===== config.mk =====
export PLATFORM = sky130hd
export DESIGN_NAME = typed_message_mailbox_top_flat
export DESIGN_NICKNAME = d
export VERILOG_FILES = /design/src/rtl/tmm_pkg.sv /design/src/rtl/tmm_ifs.sv /design/src/rtl/tmm_desc_ram.sv /design/src/rtl/tmm_match.sv /design/src/rtl/typed_message_mailbox_top.sv /design/src/flat_wrapper.sv
export SDC_FILE = /design/constraint.sdc
export NUM_CORES = 2
export LEC_CHECK = 0
export ABC_AREA = 1
export BUFFER_PORTS_ARGS = -buffer_cell sky130_fd_sc_hd__buf_2
export CAP_MARGIN = 40
export CORE_MARGIN = 1.5
export CORE_UTILIZATION = 25
export DETAILED_ROUTE_END_ITERATION = 10
export PLACE_DENSITY = 0.42
export SETUP_SLACK_MARGIN = 0.5
export SYNTH_ARGS = -nofsm -noshare
export SYNTH_HDL_FRONTEND = slang
export SYNTH_SLANG_ARGS = --single-unit

===== constraint.sdc =====
create_clock -name clk -period 14.6 [get_ports clk]
set_input_delay 0.73 -clock clk [delete_from_list [all_inputs] [get_ports clk]]
set_output_delay 0.73 -clock clk [all_outputs]
set_load 0.05 [all_outputs]

===== src/rtl/tmm_pkg.sv =====
`timescale 1ns / 1ps
// ----------------------------------------------------------------------------
// tmm_pkg
// Shared types and constants of the typed message mailbox: request and
// status codes, descriptor layout, sequencer states and scan modes.
// ----------------------------------------------------------------------------
package tmm_pkg;

    // field widths fixed by the request and response formats
    localparam int REQ_W       = 2;
    localparam int SEL_W       = 32;
    localparam int TYPE_W      = 31;
    localparam int LEN_W       = 16;
    localparam int HANDLE_W    = 32;
    localparam int FLAGS_W     = 2;
    localparam int STATUS_W    = 3;
    localparam int SLOT_OUT_W  = 5;
    localparam int COUNT_OUT_W = 6;
    localparam int BYTES_OUT_W = 21;

    // request codes
    localparam logic [REQ_W-1:0] REQ_SEND  = 2'd0;
    localparam logic [REQ_W-1:0] REQ_RECV  = 2'd1;
    localparam logic [REQ_W-1:0] REQ_CLEAR = 2'd2;

    // status codes
    localparam logic [STATUS_W-1:0] STAT_OK      = 3'd0;
    localparam logic [STATUS_W-1:0] STAT_BADTYPE = 3'd1;
    localparam logic [STATUS_W-1:0] STAT_TOOBIG  = 3'd2;
    localparam logic [STATUS_W-1:0] STAT_FULL    = 3'd3;
    localparam logic [STATUS_W-1:0] STAT_NOMSG   = 3'd4;

    // receive flag bit positions
    localparam int FLAG_TRUNC  = 0;
    localparam int FLAG_EXCEPT = 1;

    // reset value of the length limit
    localparam logic [LEN_W-1:0] MAX_LEN_RESET = 16'd2048;

    // one stored message descriptor
    typedef struct packed {
        logic [TYPE_W-1:0]   mtype;
        logic [LEN_W-1:0]    len;
        logic [HANDLE_W-1:0] handle;
    } desc_t;

    // what the slot scan looks for
    typedef enum logic [2:0] {
        SM_FREE,
        SM_FIRST,
        SM_EQ,
        SM_NE,
        SM_MIN
    } scan_mode_t;

    // verdict of the compare unit on one slot
    typedef struct packed {
        logic hit;
        logic take;
    } match_t;

    // sequencer states
    typedef enum logic [1:0] {
        ST_IDLE,
        ST_DECODE,
        ST_SCAN,
        ST_RESOLVE
    } state_t;

endpackage


===== src/rtl/tmm_ifs.sv =====
`timescale 1ns / 1ps
// ----------------------------------------------------------------------------
// tmm request and response channels
// Valid/ready channels carrying mailbox requests and their results.
// ----------------------------------------------------------------------------
interface tmm_req_if;
    logic               valid;
    logic               ready;
    logic [1:0]         req_type;
    logic signed [31:0] msg_type;
    logic [15:0]        msg_len;
    logic [31:0]        payload_handle;
    logic [1:0]         recv_flags;

    modport source (
        output valid, req_type, msg_type, msg_len, payload_handle, recv_flags,
        input  ready
    );
    modport sink (
        input  valid, req_type, msg_type, msg_len, payload_handle, recv_flags,
        output ready
    );
endinterface

interface tmm_rsp_if;
    logic        valid;
    logic        ready;
    logic [2:0]  status;
    logic [30:0] got_type;
    logic [31:0] got_handle;
    logic [15:0] got_len;
    logic [4:0]  slot_used;
    logic [5:0]  msg_count;
    logic [20:0] byte_count;

    modport source (
        output valid, status, got_type, got_handle, got_len, slot_used,
               msg_count, byte_count,
        input  ready
    );
    modport sink (
        input  valid, status, got_type, got_handle, got_len, slot_used,
               msg_count, byte_count,
        output ready
    );
endinterface


===== src/rtl/tmm_desc_ram.sv =====
`timescale 1ns / 1ps
// ----------------------------------------------------------------------------
// tmm_desc_ram
// Descriptor store: one write port, one read port with registered data.
// ----------------------------------------------------------------------------
module tmm_desc_ram
    import tmm_pkg::*;
#(
    parameter int DEPTH  = 32,
    parameter int ADDR_W = $clog2(DEPTH)
) (
    input  logic              clk,
    input  logic              we,
    input  logic [ADDR_W-1:0] waddr,
    input  desc_t             wdata,
    input  logic [ADDR_W-1:0] raddr,
    output desc_t             rdata
);

    desc_t mem [DEPTH];
    desc_t rdata_reg;

    // write port
    always_ff @(posedge clk)
    begin
        if (we)
        begin
            mem[waddr] <= wdata;
        end
    end

    // registered read port
    always_ff @(posedge clk)
    begin
        rdata_reg <= mem[raddr];
    end

    assign rdata = rdata_reg;

endmodule


===== src/rtl/tmm_match.sv =====
`timescale 1ns / 1ps
// ----------------------------------------------------------------------------
// tmm_match
// Shared compare unit: judges one slot against the current selector and,
// for the smallest-type search, against the best slot found so far.
// ----------------------------------------------------------------------------
module tmm_match
    import tmm_pkg::*;
(
    input  scan_mode_t        mode,
    input  logic [SEL_W-1:0]  mag,
    input  logic              slot_vld,
    input  logic [TYPE_W-1:0] slot_type,
    input  logic              have_best,
    input  logic [TYPE_W-1:0] best_type,
    output match_t            res
);

    logic type_eq;
    logic type_le;
    logic type_better;

    // compares against the selector and the running best
    assign type_eq     = ({1'b0, slot_type} == mag);
    assign type_le     = ({1'b0, slot_type} <= mag);
    assign type_better = !have_best || (slot_type < best_type);

    // verdict per scan mode
    always_comb
    begin
        res = '0;
        case (mode)
            SM_FREE:
            begin
                res.hit  = !slot_vld;
                res.take = !slot_vld;
            end
            SM_FIRST:
            begin
                res.hit  = slot_vld;
                res.take = slot_vld;
            end
            SM_EQ:
            begin
                res.hit  = slot_vld && type_eq;
                res.take = slot_vld && type_eq;
            end
            SM_NE:
            begin
                res.hit  = slot_vld && !type_eq;
                res.take = slot_vld && !type_eq;
            end
            SM_MIN:
            begin
                res.hit  = 1'b0;
                res.take = slot_vld && type_le && type_better;
            end
            default:
            begin
                res = '0;
            end
        endcase
    end

endmodule


===== src/rtl/typed_message_mailbox_top.sv =====
`timescale 1ns / 1ps
// ----------------------------------------------------------------------------
// typed_message_mailbox_top
// Message queue of SLOTS descriptors with send, selective receive and clear.
// A sequencer walks the slots one per cycle through a shared compare unit.
// ----------------------------------------------------------------------------
// sequencing: a send or receive scans the slots from the first one and stops at
//   a hit (never for a smallest-type receive); rejects and clears skip the scan
// requests: a new request is taken only in idle, once the previous one has
//   resolved; resolve waits while the output register still holds a result
// reset: queue empty, length limit 2048, no result pending; no clearing pass
module typed_message_mailbox_top
    import tmm_pkg::*;
#(
    parameter int SLOTS = 32
) (
    input  logic          clk,
    input  logic          rst_n,
    input  logic          cfg_we,
    input  logic [15:0]   cfg_wdata,
    tmm_req_if.sink       req,
    tmm_rsp_if.source     rsp
);

    localparam int IDX_W       = $clog2(SLOTS);
    localparam int CNT_W       = $clog2(SLOTS + 1);
    localparam int BYTES_W     = $clog2(SLOTS * 65535 + 1);
    localparam int SLOT_EXT_W  = (IDX_W > SLOT_OUT_W) ? IDX_W : SLOT_OUT_W;
    localparam int CNT_EXT_W   = (CNT_W > COUNT_OUT_W) ? CNT_W : COUNT_OUT_W;
    localparam int BYTES_EXT_W = (BYTES_W > BYTES_OUT_W) ? BYTES_W : BYTES_OUT_W;
    localparam logic [IDX_W-1:0] LAST_IDX = IDX_W'(SLOTS - 1);

    // sequencer and request registers
    state_t                state_reg, state_next;
    logic [REQ_W-1:0]      op_reg, op_next;
    logic signed [SEL_W-1:0] sel_reg, sel_next;
    logic [LEN_W-1:0]      len_reg, len_next;
    logic [HANDLE_W-1:0]   handle_reg, handle_next;
    logic [FLAGS_W-1:0]    flags_reg, flags_next;
    logic [STATUS_W-1:0]   pre_status_reg, pre_status_next;
    logic [LEN_W-1:0]      max_len_reg;

    // queue state
    logic [SLOTS-1:0]      valid_reg, valid_next;
    logic [CNT_W-1:0]      cnt_reg, cnt_next;
    logic [BYTES_W-1:0]    bytes_reg, bytes_next;

    // scan registers
    scan_mode_t            mode_reg, mode_next;
    logic [SEL_W-1:0]      mag_reg, mag_next;
    logic [IDX_W-1:0]      rd_idx_reg, rd_idx_next;
    logic                  issue_done_reg, issue_done_next;
    logic                  cmp_vld_reg, cmp_vld_next;
    logic [IDX_W-1:0]      cmp_idx_reg, cmp_idx_next;
    logic                  cmp_last_reg, cmp_last_next;
    logic                  found_reg, found_next;
    logic [IDX_W-1:0]      best_idx_reg, best_idx_next;
    desc_t                 best_reg, best_next;

    // output register
    logic                  out_vld_reg, out_vld_next;
    logic [STATUS_W-1:0]   o_status_reg, o_status_next;
    logic [TYPE_W-1:0]     o_type_reg, o_type_next;
    logic [HANDLE_W-1:0]   o_handle_reg, o_handle_next;
    logic [LEN_W-1:0]      o_len_reg, o_len_next;
    logic [SLOT_OUT_W-1:0] o_slot_reg, o_slot_next;
    logic [COUNT_OUT_W-1:0] o_cnt_reg, o_cnt_next;
    logic [BYTES_OUT_W-1:0] o_bytes_reg, o_bytes_next;

    // memory and compare unit hookup
    logic                  ram_we;
    desc_t                 ram_wdata;
    desc_t                 ram_rdata;
    match_t                match;

    // result assembly
    logic [SLOT_EXT_W-1:0]  slot_ext;
    logic [CNT_EXT_W-1:0]   cnt_ext;
    logic [BYTES_EXT_W-1:0] bytes_ext;
    logic                   out_free;

    tmm_desc_ram #(
        .DEPTH (SLOTS)
    ) u_ram (
        .clk   (clk),
        .we    (ram_we),
        .waddr (best_idx_reg),
        .wdata (ram_wdata),
        .raddr (rd_idx_reg),
        .rdata (ram_rdata)
    );

    tmm_match u_match (
        .mode      (mode_reg),
        .mag       (mag_reg),
        .slot_vld  (valid_reg[cmp_idx_reg]),
        .slot_type (ram_rdata.mtype),
        .have_best (found_reg),
        .best_type (best_reg.mtype),
        .res       (match)
    );

    assign ram_wdata = '{mtype: sel_reg[TYPE_W-1:0], len: len_reg, handle: handle_reg};
    assign out_free  = !out_vld_reg || rsp.ready;
    assign slot_ext  = SLOT_EXT_W'(best_idx_reg);
    assign cnt_ext   = CNT_EXT_W'(cnt_next);
    assign bytes_ext = BYTES_EXT_W'(bytes_next);

    // handshake outputs
    assign req.ready      = (state_reg == ST_IDLE);
    assign rsp.valid      = out_vld_reg;
    assign rsp.status     = o_status_reg;
    assign rsp.got_type   = o_type_reg;
    assign rsp.got_handle = o_handle_reg;
    assign rsp.got_len    = o_len_reg;
    assign rsp.slot_used  = o_slot_reg;
    assign rsp.msg_count  = o_cnt_reg;
    assign rsp.byte_count = o_bytes_reg;

    // length limit register
    always_ff @(posedge clk or negedge rst_n)
    begin
        if (!rst_n)
        begin
            max_len_reg <= MAX_LEN_RESET;
        end
        else if (cfg_we)
        begin
            max_len_reg <= cfg_wdata;
        end
    end

    // control state
    always_ff @(posedge clk or negedge rst_n)
    begin
        if (!rst_n)
        begin
            state_reg   <= ST_IDLE;
            valid_reg   <= '0;
            cnt_reg     <= '0;
            bytes_reg   <= '0;
            cmp_vld_reg <= 1'b0;
            out_vld_reg <= 1'b0;
        end
        else
        begin
            state_reg   <= state_next;
            valid_reg   <= valid_next;
            cnt_reg     <= cnt_next;
            bytes_reg   <= bytes_next;
            cmp_vld_reg <= cmp_vld_next;
            out_vld_reg <= out_vld_next;
        end
    end

    // datapath registers
    always_ff @(posedge clk)
    begin
        op_reg         <= op_next;
        sel_reg        <= sel_next;
        len_reg        <= len_next;
        handle_reg     <= handle_next;
        flags_reg      <= flags_next;
        pre_status_reg <= pre_status_next;
        mode_reg       <= mode_next;
        mag_reg        <= mag_next;
        rd_idx_reg     <= rd_idx_next;
        issue_done_reg <= issue_done_next;
        cmp_idx_reg    <= cmp_idx_next;
        cmp_last_reg   <= cmp_last_next;
        found_reg      <= found_next;
        best_idx_reg   <= best_idx_next;
        best_reg       <= best_next;
        o_status_reg   <= o_status_next;
        o_type_reg     <= o_type_next;
        o_handle_reg   <= o_handle_next;
        o_len_reg      <= o_len_next;
        o_slot_reg     <= o_slot_next;
        o_cnt_reg      <= o_cnt_next;
        o_bytes_reg    <= o_bytes_next;
    end

    // sequencer: decode, slot scan, resolve
    always_comb
    begin
        state_next      = state_reg;
        op_next         = op_reg;
        sel_next        = sel_reg;
        len_next        = len_reg;
        handle_next     = handle_reg;
        flags_next      = flags_reg;
        pre_status_next = pre_status_reg;
        valid_next      = valid_reg;
        cnt_next        = cnt_reg;
        bytes_next      = bytes_reg;
        mode_next       = mode_reg;
        mag_next        = mag_reg;
        rd_idx_next     = rd_idx_reg;
        issue_done_next = issue_done_reg;
        cmp_vld_next    = 1'b0;
        cmp_idx_next    = cmp_idx_reg;
        cmp_last_next   = cmp_last_reg;
        found_next      = found_reg;
        best_idx_next   = best_idx_reg;
        best_next       = best_reg;
        out_vld_next    = out_vld_reg && !rsp.ready;
        o_status_next   = o_status_reg;
        o_type_next     = o_type_reg;
        o_handle_next   = o_handle_reg;
        o_len_next      = o_len_reg;
        o_slot_next     = o_slot_reg;
        o_cnt_next      = o_cnt_reg;
        o_bytes_next    = o_bytes_reg;
        ram_we          = 1'b0;

        case (state_reg)
            ST_IDLE:
            begin
                // capture request beat
                if (req.valid)
                begin
                    op_next     = req.req_type;
                    sel_next    = req.msg_type;
                    len_next    = req.msg_len;
                    handle_next = req.payload_handle;
                    flags_next  = req.recv_flags;
                    state_next  = ST_DECODE;
                end
            end

            ST_DECODE:
            begin
                // pick scan mode and early rejects
                pre_status_next = STAT_OK;
                rd_idx_next     = '0;
                issue_done_next = 1'b0;
                found_next      = 1'b0;
                best_idx_next   = '0;
                mag_next        = sel_reg;
                mode_next       = SM_FREE;
                state_next      = ST_RESOLVE;
                if (op_reg == REQ_SEND)
                begin
                    if (sel_reg[SEL_W-1] || (sel_reg == '0))
                    begin
                        pre_status_next = STAT_BADTYPE;
                    end
                    else if (len_reg > max_len_reg)
                    begin
                        pre_status_next = STAT_TOOBIG;
                    end
                    else
                    begin
                        state_next = ST_SCAN;
                    end
                end
                else if (op_reg == REQ_RECV)
                begin
                    state_next = ST_SCAN;
                    if (sel_reg == '0)
                    begin
                        mode_next = SM_FIRST;
                    end
                    else if (!sel_reg[SEL_W-1])
                    begin
                        mode_next = flags_reg[FLAG_EXCEPT] ? SM_NE : SM_EQ;
                    end
                    else
                    begin
                        mode_next = SM_MIN;
                        mag_next  = ~sel_reg + 1'b1;
                    end
                end
            end

            ST_SCAN:
            begin
                // issue one slot read per cycle
                if (!issue_done_reg)
                begin
                    cmp_vld_next    = 1'b1;
                    cmp_idx_next    = rd_idx_reg;
                    cmp_last_next   = (rd_idx_reg == LAST_IDX);
                    issue_done_next = (rd_idx_reg == LAST_IDX);
                    rd_idx_next     = rd_idx_reg + 1'b1;
                end
                // judge the slot whose data just came back
                if (cmp_vld_reg)
                begin
                    if (match.take)
                    begin
                        found_next    = 1'b1;
                        best_idx_next = cmp_idx_reg;
                        best_next     = ram_rdata;
                    end
                    if (match.hit || cmp_last_reg)
                    begin
                        cmp_vld_next = 1'b0;
                        state_next   = ST_RESOLVE;
                    end
                end
            end

            ST_RESOLVE:
            begin
                // commit and load the result once the output stage is free
                if (out_free)
                begin
                    out_vld_next  = 1'b1;
                    o_status_next = STAT_OK;
                    o_type_next   = '0;
                    o_handle_next = '0;
                    o_len_next    = '0;
                    o_slot_next   = '0;
                    case (op_reg)
                        REQ_SEND:
                        begin
                            if (pre_status_reg != STAT_OK)
                            begin
                                o_status_next = pre_status_reg;
                            end
                            else if (!found_reg)
                            begin
                                o_status_next = STAT_FULL;
                            end
                            else
                            begin
                                ram_we                   = 1'b1;
                                valid_next[best_idx_reg] = 1'b1;
                                cnt_next                 = cnt_reg + 1'b1;
                                bytes_next               = bytes_reg + BYTES_W'(len_reg);
                                o_slot_next              = slot_ext[SLOT_OUT_W-1:0];
                            end
                        end
                        REQ_RECV:
                        begin
                            if (!found_reg)
                            begin
                                o_status_next = STAT_NOMSG;
                            end
                            else if ((best_reg.len > len_reg) && !flags_reg[FLAG_TRUNC])
                            begin
                                o_status_next = STAT_TOOBIG;
                            end
                            else
                            begin
                                valid_next[best_idx_reg] = 1'b0;
                                cnt_next      = cnt_reg - 1'b1;
                                bytes_next    = bytes_reg - BYTES_W'(best_reg.len);
                                o_type_next   = best_reg.mtype;
                                o_handle_next = best_reg.handle;
                                o_len_next    = (best_reg.len > len_reg) ? len_reg
                                                                         : best_reg.len;
                                o_slot_next   = slot_ext[SLOT_OUT_W-1:0];
                            end
                        end
                        REQ_CLEAR:
                        begin
                            valid_next = '0;
                            cnt_next   = '0;
                            bytes_next = '0;
                        end
                        default:
                        begin
                            o_status_next = STAT_OK;
                        end
                    endcase
                    o_cnt_next   = cnt_ext[COUNT_OUT_W-1:0];
                    o_bytes_next = bytes_ext[BYTES_OUT_W-1:0];
                    state_next   = ST_IDLE;
                end
            end

            default:
            begin
                state_next = ST_IDLE;
            end
        endcase
    end

    // message count tracks the occupied slots
    a_count_matches_valid: assert property (@(posedge clk) disable iff (!rst_n)
        $countones(valid_reg) == cnt_reg)
        else $error("message count differs from occupied slots");

    // an empty queue holds no bytes
    a_empty_no_bytes: assert property (@(posedge clk) disable iff (!rst_n)
        (cnt_reg == '0) |-> (bytes_reg == '0))
        else $error("byte count nonzero with empty queue");

    // queue state only changes when a request resolves
    a_state_changes_on_resolve: assert property (@(posedge clk) disable iff (!rst_n)
        (state_reg != ST_RESOLVE) |=> $stable(valid_reg) && $stable(cnt_reg))
        else $error("queue state changed outside resolve");

    // a result is loaded only from resolve
    a_result_from_resolve: assert property (@(posedge clk) disable iff (!rst_n)
        $rose(out_vld_reg) |-> $past(state_reg) == ST_RESOLVE)
        else $error("result appeared without a resolve step");

endmodule

===== src/flat_wrapper.sv =====
// flat-port wrapper written by rule: the top's interface ports become plain ports
module typed_message_mailbox_top_flat import tmm_pkg::*;
#(
    parameter int SLOTS = 32
)
  (clk, rst_n, cfg_we, cfg_wdata, req_valid, req_req_type, req_msg_type, req_msg_len, req_payload_handle, req_recv_flags, req_ready, rsp_valid, rsp_status, rsp_got_type, rsp_got_handle, rsp_got_len, rsp_slot_used, rsp_msg_count, rsp_byte_count, rsp_ready);
  tmm_req_if req_i ();
  tmm_rsp_if rsp_i ();
  input  logic clk;
  input  logic rst_n;
  input  logic cfg_we;
  input  logic [15:0] cfg_wdata;
  input wire logic [$bits(req_i.valid)-1:0] req_valid;
  input wire logic [$bits(req_i.req_type)-1:0] req_req_type;
  input wire logic [$bits(req_i.msg_type)-1:0] req_msg_type;
  input wire logic [$bits(req_i.msg_len)-1:0] req_msg_len;
  input wire logic [$bits(req_i.payload_handle)-1:0] req_payload_handle;
  input wire logic [$bits(req_i.recv_flags)-1:0] req_recv_flags;
  output wire logic [$bits(req_i.ready)-1:0] req_ready;
  output wire logic [$bits(rsp_i.valid)-1:0] rsp_valid;
  output wire logic [$bits(rsp_i.status)-1:0] rsp_status;
  output wire logic [$bits(rsp_i.got_type)-1:0] rsp_got_type;
  output wire logic [$bits(rsp_i.got_handle)-1:0] rsp_got_handle;
  output wire logic [$bits(rsp_i.got_len)-1:0] rsp_got_len;
  output wire logic [$bits(rsp_i.slot_used)-1:0] rsp_slot_used;
  output wire logic [$bits(rsp_i.msg_count)-1:0] rsp_msg_count;
  output wire logic [$bits(rsp_i.byte_count)-1:0] rsp_byte_count;
  input wire logic [$bits(rsp_i.ready)-1:0] rsp_ready;
  assign req_i.valid = req_valid;
  assign req_i.req_type = req_req_type;
  assign req_i.msg_type = req_msg_type;
  assign req_i.msg_len = req_msg_len;
  assign req_i.payload_handle = req_payload_handle;
  assign req_i.recv_flags = req_recv_flags;
  assign req_ready = req_i.ready;
  assign rsp_valid = rsp_i.valid;
  assign rsp_status = rsp_i.status;
  assign rsp_got_type = rsp_i.got_type;
  assign rsp_got_handle = rsp_i.got_handle;
  assign rsp_got_len = rsp_i.got_len;
  assign rsp_slot_used = rsp_i.slot_used;
  assign rsp_msg_count = rsp_i.msg_count;
  assign rsp_byte_count = rsp_i.byte_count;
  assign rsp_i.ready = rsp_ready;
  typed_message_mailbox_top #(.SLOTS(SLOTS)) u_core (.clk(clk), .rst_n(rst_n), .cfg_we(cfg_we), .cfg_wdata(cfg_wdata), .req(req_i), .rsp(rsp_i));
endmodule

==> flow_summary.ini <==
[logic_synthesis]
syn_nets = 9748
synth-edff-count = 2860
yosys_warnings = 0
netlist_instances = 9503
synthFlopType = edfxtp_1
yosysSeqAreaShare = 0.737
synth_area_per_cell_um2 = 12.8
synthDistinctLibCells = 54
async_flop_share = 0.0262
synthesis.area_um2 = 121000
synth_seq_cells = 3018

[setup_path]
critical_path_class = reg2reg
worstReg2RegStart = u_core.found_reg
cp_data_arrival_time_ns = 6.13
required_ns = 15.17
reg2reg_to = u_core.u_ram.mem[4][14]
start_kind = flip-flop
r2r_slack_ns = 9.03
path_max_fanout = 32
reg2reg_depth = 7
crit_path_end_kind = flip-flop

[pwr]
p_seq_frac = 0.368
power_leakage_uw = 0.0477
p_int_uw = 17900
swShare = 0.383
p_switching_uw = 11100
p_comb_frac = 0.331
clockPowerShare = 0.301
vdd_drop_max_mv = 0.149
p_per_area_nw_per_um2 = 202

[global_routing]
grtUsageTotal = 0.166
grt_pass1_wl_mm = 594
grt_pass1_vias = 78600
overflow = 0
antenna_found_initial = 35
grt_max_degree = 162

[detailed_routing]
vias_per_cell = 4.83
routedWlPerCell_um = 25.4
drt_iter0_drc = 7405
vias = 80000
drc_errors = 0
ant_nets = 0
first_pass_iters = 6
routed_wl_mm = 421

[clock_tree]
cts_buffer_depth = 4
cts_buffers = 341
root_buffer = clkbuf_16
cts_tree = done
cts_sinks = 3018
htreeDepth = 5
clock_latency_ns = 0.98
clk_pin_slew_ns = 0.06
cts_setup_buffers = 0

[timing]
hold_violations = 0
slew_headroom = 0.151
setup_viol = 0
tightest_slew_ns = 1.27
fin_setup_tns_ns = 0
fin_skew_ns = 0.0598
timing.fmax_mhz = 180
min_period_ns = 5.57
fin_crit_sh = 0.381
rsz0062_at_grt = no
final-max-slew-violation-count = 0

[floorplanning]
die_area_um2 = 489000
coreArea_um2 = 483000
die_h_um = 700
initial_core_util = 0.251
rows = 255
boundaryPins = 221
die_w_um = 700

[placement]
gp_congestion = 0.837
placed_area_um2 = 132000
port_buffers = 220
dp_hpwl_mm = 242

[hold_path]
worstHoldStart = req_msg_len[6]
min_path_type = in2reg
worstHoldEndpoint = u_core.len_reg[6]
hold_depth = 1

[flow_run]
drv_cap = 0

[run_status]
status = complete, no violations

[finish]
drive_above_1_share = 0.109
largest_reg_flops = 2528
syn_to_final_growth_pct = 18.5
final_area_um2 = 144000
finalNetCount = 10100
[power groups by stage]
stage | registers (uW) | clock network [uW] | logic (uW)
after global placement | 10900 | 0 | 9370
final | 10700 | 8730 | 9610
after detailed placement | 10900 | 0 | 9660
after global routing | 10700 | 9250 | 10500
after floorplan | 11100 | 0 | 5460
after CTS | 10700 | 8950 | 9710
[synthesized netlist by cell type (all sizes together) (3+ instances only)]
cell,count,share of area
clkinv,6,0.00019
inv,372,0.012
a21oi,231,0.0095
o221ai,153,0.011
o211ai,15,0.00093
a21o,3,0.00019
or2,8,0.00041
ha,138,0.014
buf,255,0.012
nand3,174,0.0074
nand2,647,0.020
o21a,27,0.0017
a32o,10,0.00083
o32ai,3,0.00022
xnor2,21,0.0015
clkbuf,347,0.011
nor3,34,0.0016
dfxtp,79,0.013
o31ai,15,0.0012
xor2,30,0.0022
o22ai,549,0.028
nor2,1747,0.054
nor4,8,0.00041
dfrtp,78,0.016
nand4,28,0.0015
a221oi,4,0.00029
edfxtp,2860,0.71
o21ai,1572,0.065
a31oi,49,0.0025
o21bai,29,0.0018
[cell type report]
class                           count  area, um^2
Antenna cell                        5        12.5
Clock buffer                      447        9260
Clock inverter                    181        2000
Fill cell                       48500      339000
Inverter                          378        1480
Multi-Input combinational cell   5505       27900
Sequential cell                  3018       89400
Tap cell                         6425        8040
Timing Repair Buffer              612        5600
[cells by family (layout without fill, tap and decap cells)]
logic type | count (synthesis) | in the layout | share of synthesized area
DFF | 3018 | 3018 | 0.737
AOI/OAI and AO/OA | 2663 | 2663 | 0.124
and+or+nand+nor | 2650 | 2650 | 0.0860
buffers and inverters | 980 | 1618 | 0.0347
adders and majority gates | 140 | 140 | 0.0146
xor gates and xnor gates | 51 | 51 | 0.00368
muxes | 1 | 1 | 0.0000928
other | 0 | 5 | 0
[cells in the final DEF (no fill, tap or decap), drive strengths merged, types with 49 or more instances in the layout]
cell         instances
buf                523
o22ai              549
ha                 138
nor2              1747
nand2              647
o221ai             153
dlygate4sd3         88
nand3              174
a31oi               49
inv                388
o21ai             1572
edfxtp            2860
dfrtp               78
clkbuf             448
clkinv             124
dfxtp               79
a21oi              231
[critical path, stage by stage (launching register included)]
cell and delay [ns]:
edfxtp_1 0.99, nand2_1 0.79, nor2_2 0.51, nand2_2 0.14, buf_4 0.38, nor2_4 0.71
buf_4 0.68, buf_4 0.69
[layer usage]
metal / routed length, um / GRT usage / vias up
met3: 23400 / 0.0227 / 528
met5: 97 / 0 / -
met1: 190000 / 0.230 / 41400
li1: - / - / 35600
met2: 197000 / 0.273 / 2475
met4: 10800 / 0.0418 / 14
[through the flow]
| stage | utilization | setup slack (ns) | std cells | hold WS [ns] | total power, uW |
|---|---|---|---|---|---|
| final | 0.298 | 9.03 | 16600 | 0.0655 | 29000 |
| after global routing | 0.298 | 8.83 | 16600 | 0.0280 | 30500 |
| after CTS | 0.298 | 9.03 | 16600 | 0.00242 | 29400 |
| after detailed placement | 0.272 | 9.07 | 15800 | 0.389 | 20500 |
| after global placement | 0.269 | 8.93 | 15800 | 0.391 | 20300 |
| after floorplan | - | 2.00 | 9503 | 0.386 | 16600 |
[how the worst max path moves through the flow]
stage | start | endpoint | slack (ns) | cells after the start
after floorplan | rsp_ready | u_core.u_ram.mem[28][0] | 2.00 | 5
after global placement | u_core.rd_idx_reg[1] | u_core.u_ram.rdata[62] | 8.93 | 10
after detailed placement | u_core.found_reg | u_core.u_ram.mem[4][56] | 9.07 | 7
after CTS | u_core.found_reg | u_core.u_ram.mem[4][56] | 9.03 | 7
after global routing | u_core.found_reg | u_core.u_ram.mem[4][62] | 8.83 | 7
final | u_core.found_reg | u_core.u_ram.mem[4][14] | 9.03 | 7
[timing repair]
action / 4_1_cts / 5_1_grt
gates resized for setup: 0 / 0
endpoints found under the hold margin: 111 / 0
hold buffers: 88 / 0
Note: power is estimated with default switching activity, not from simulation.
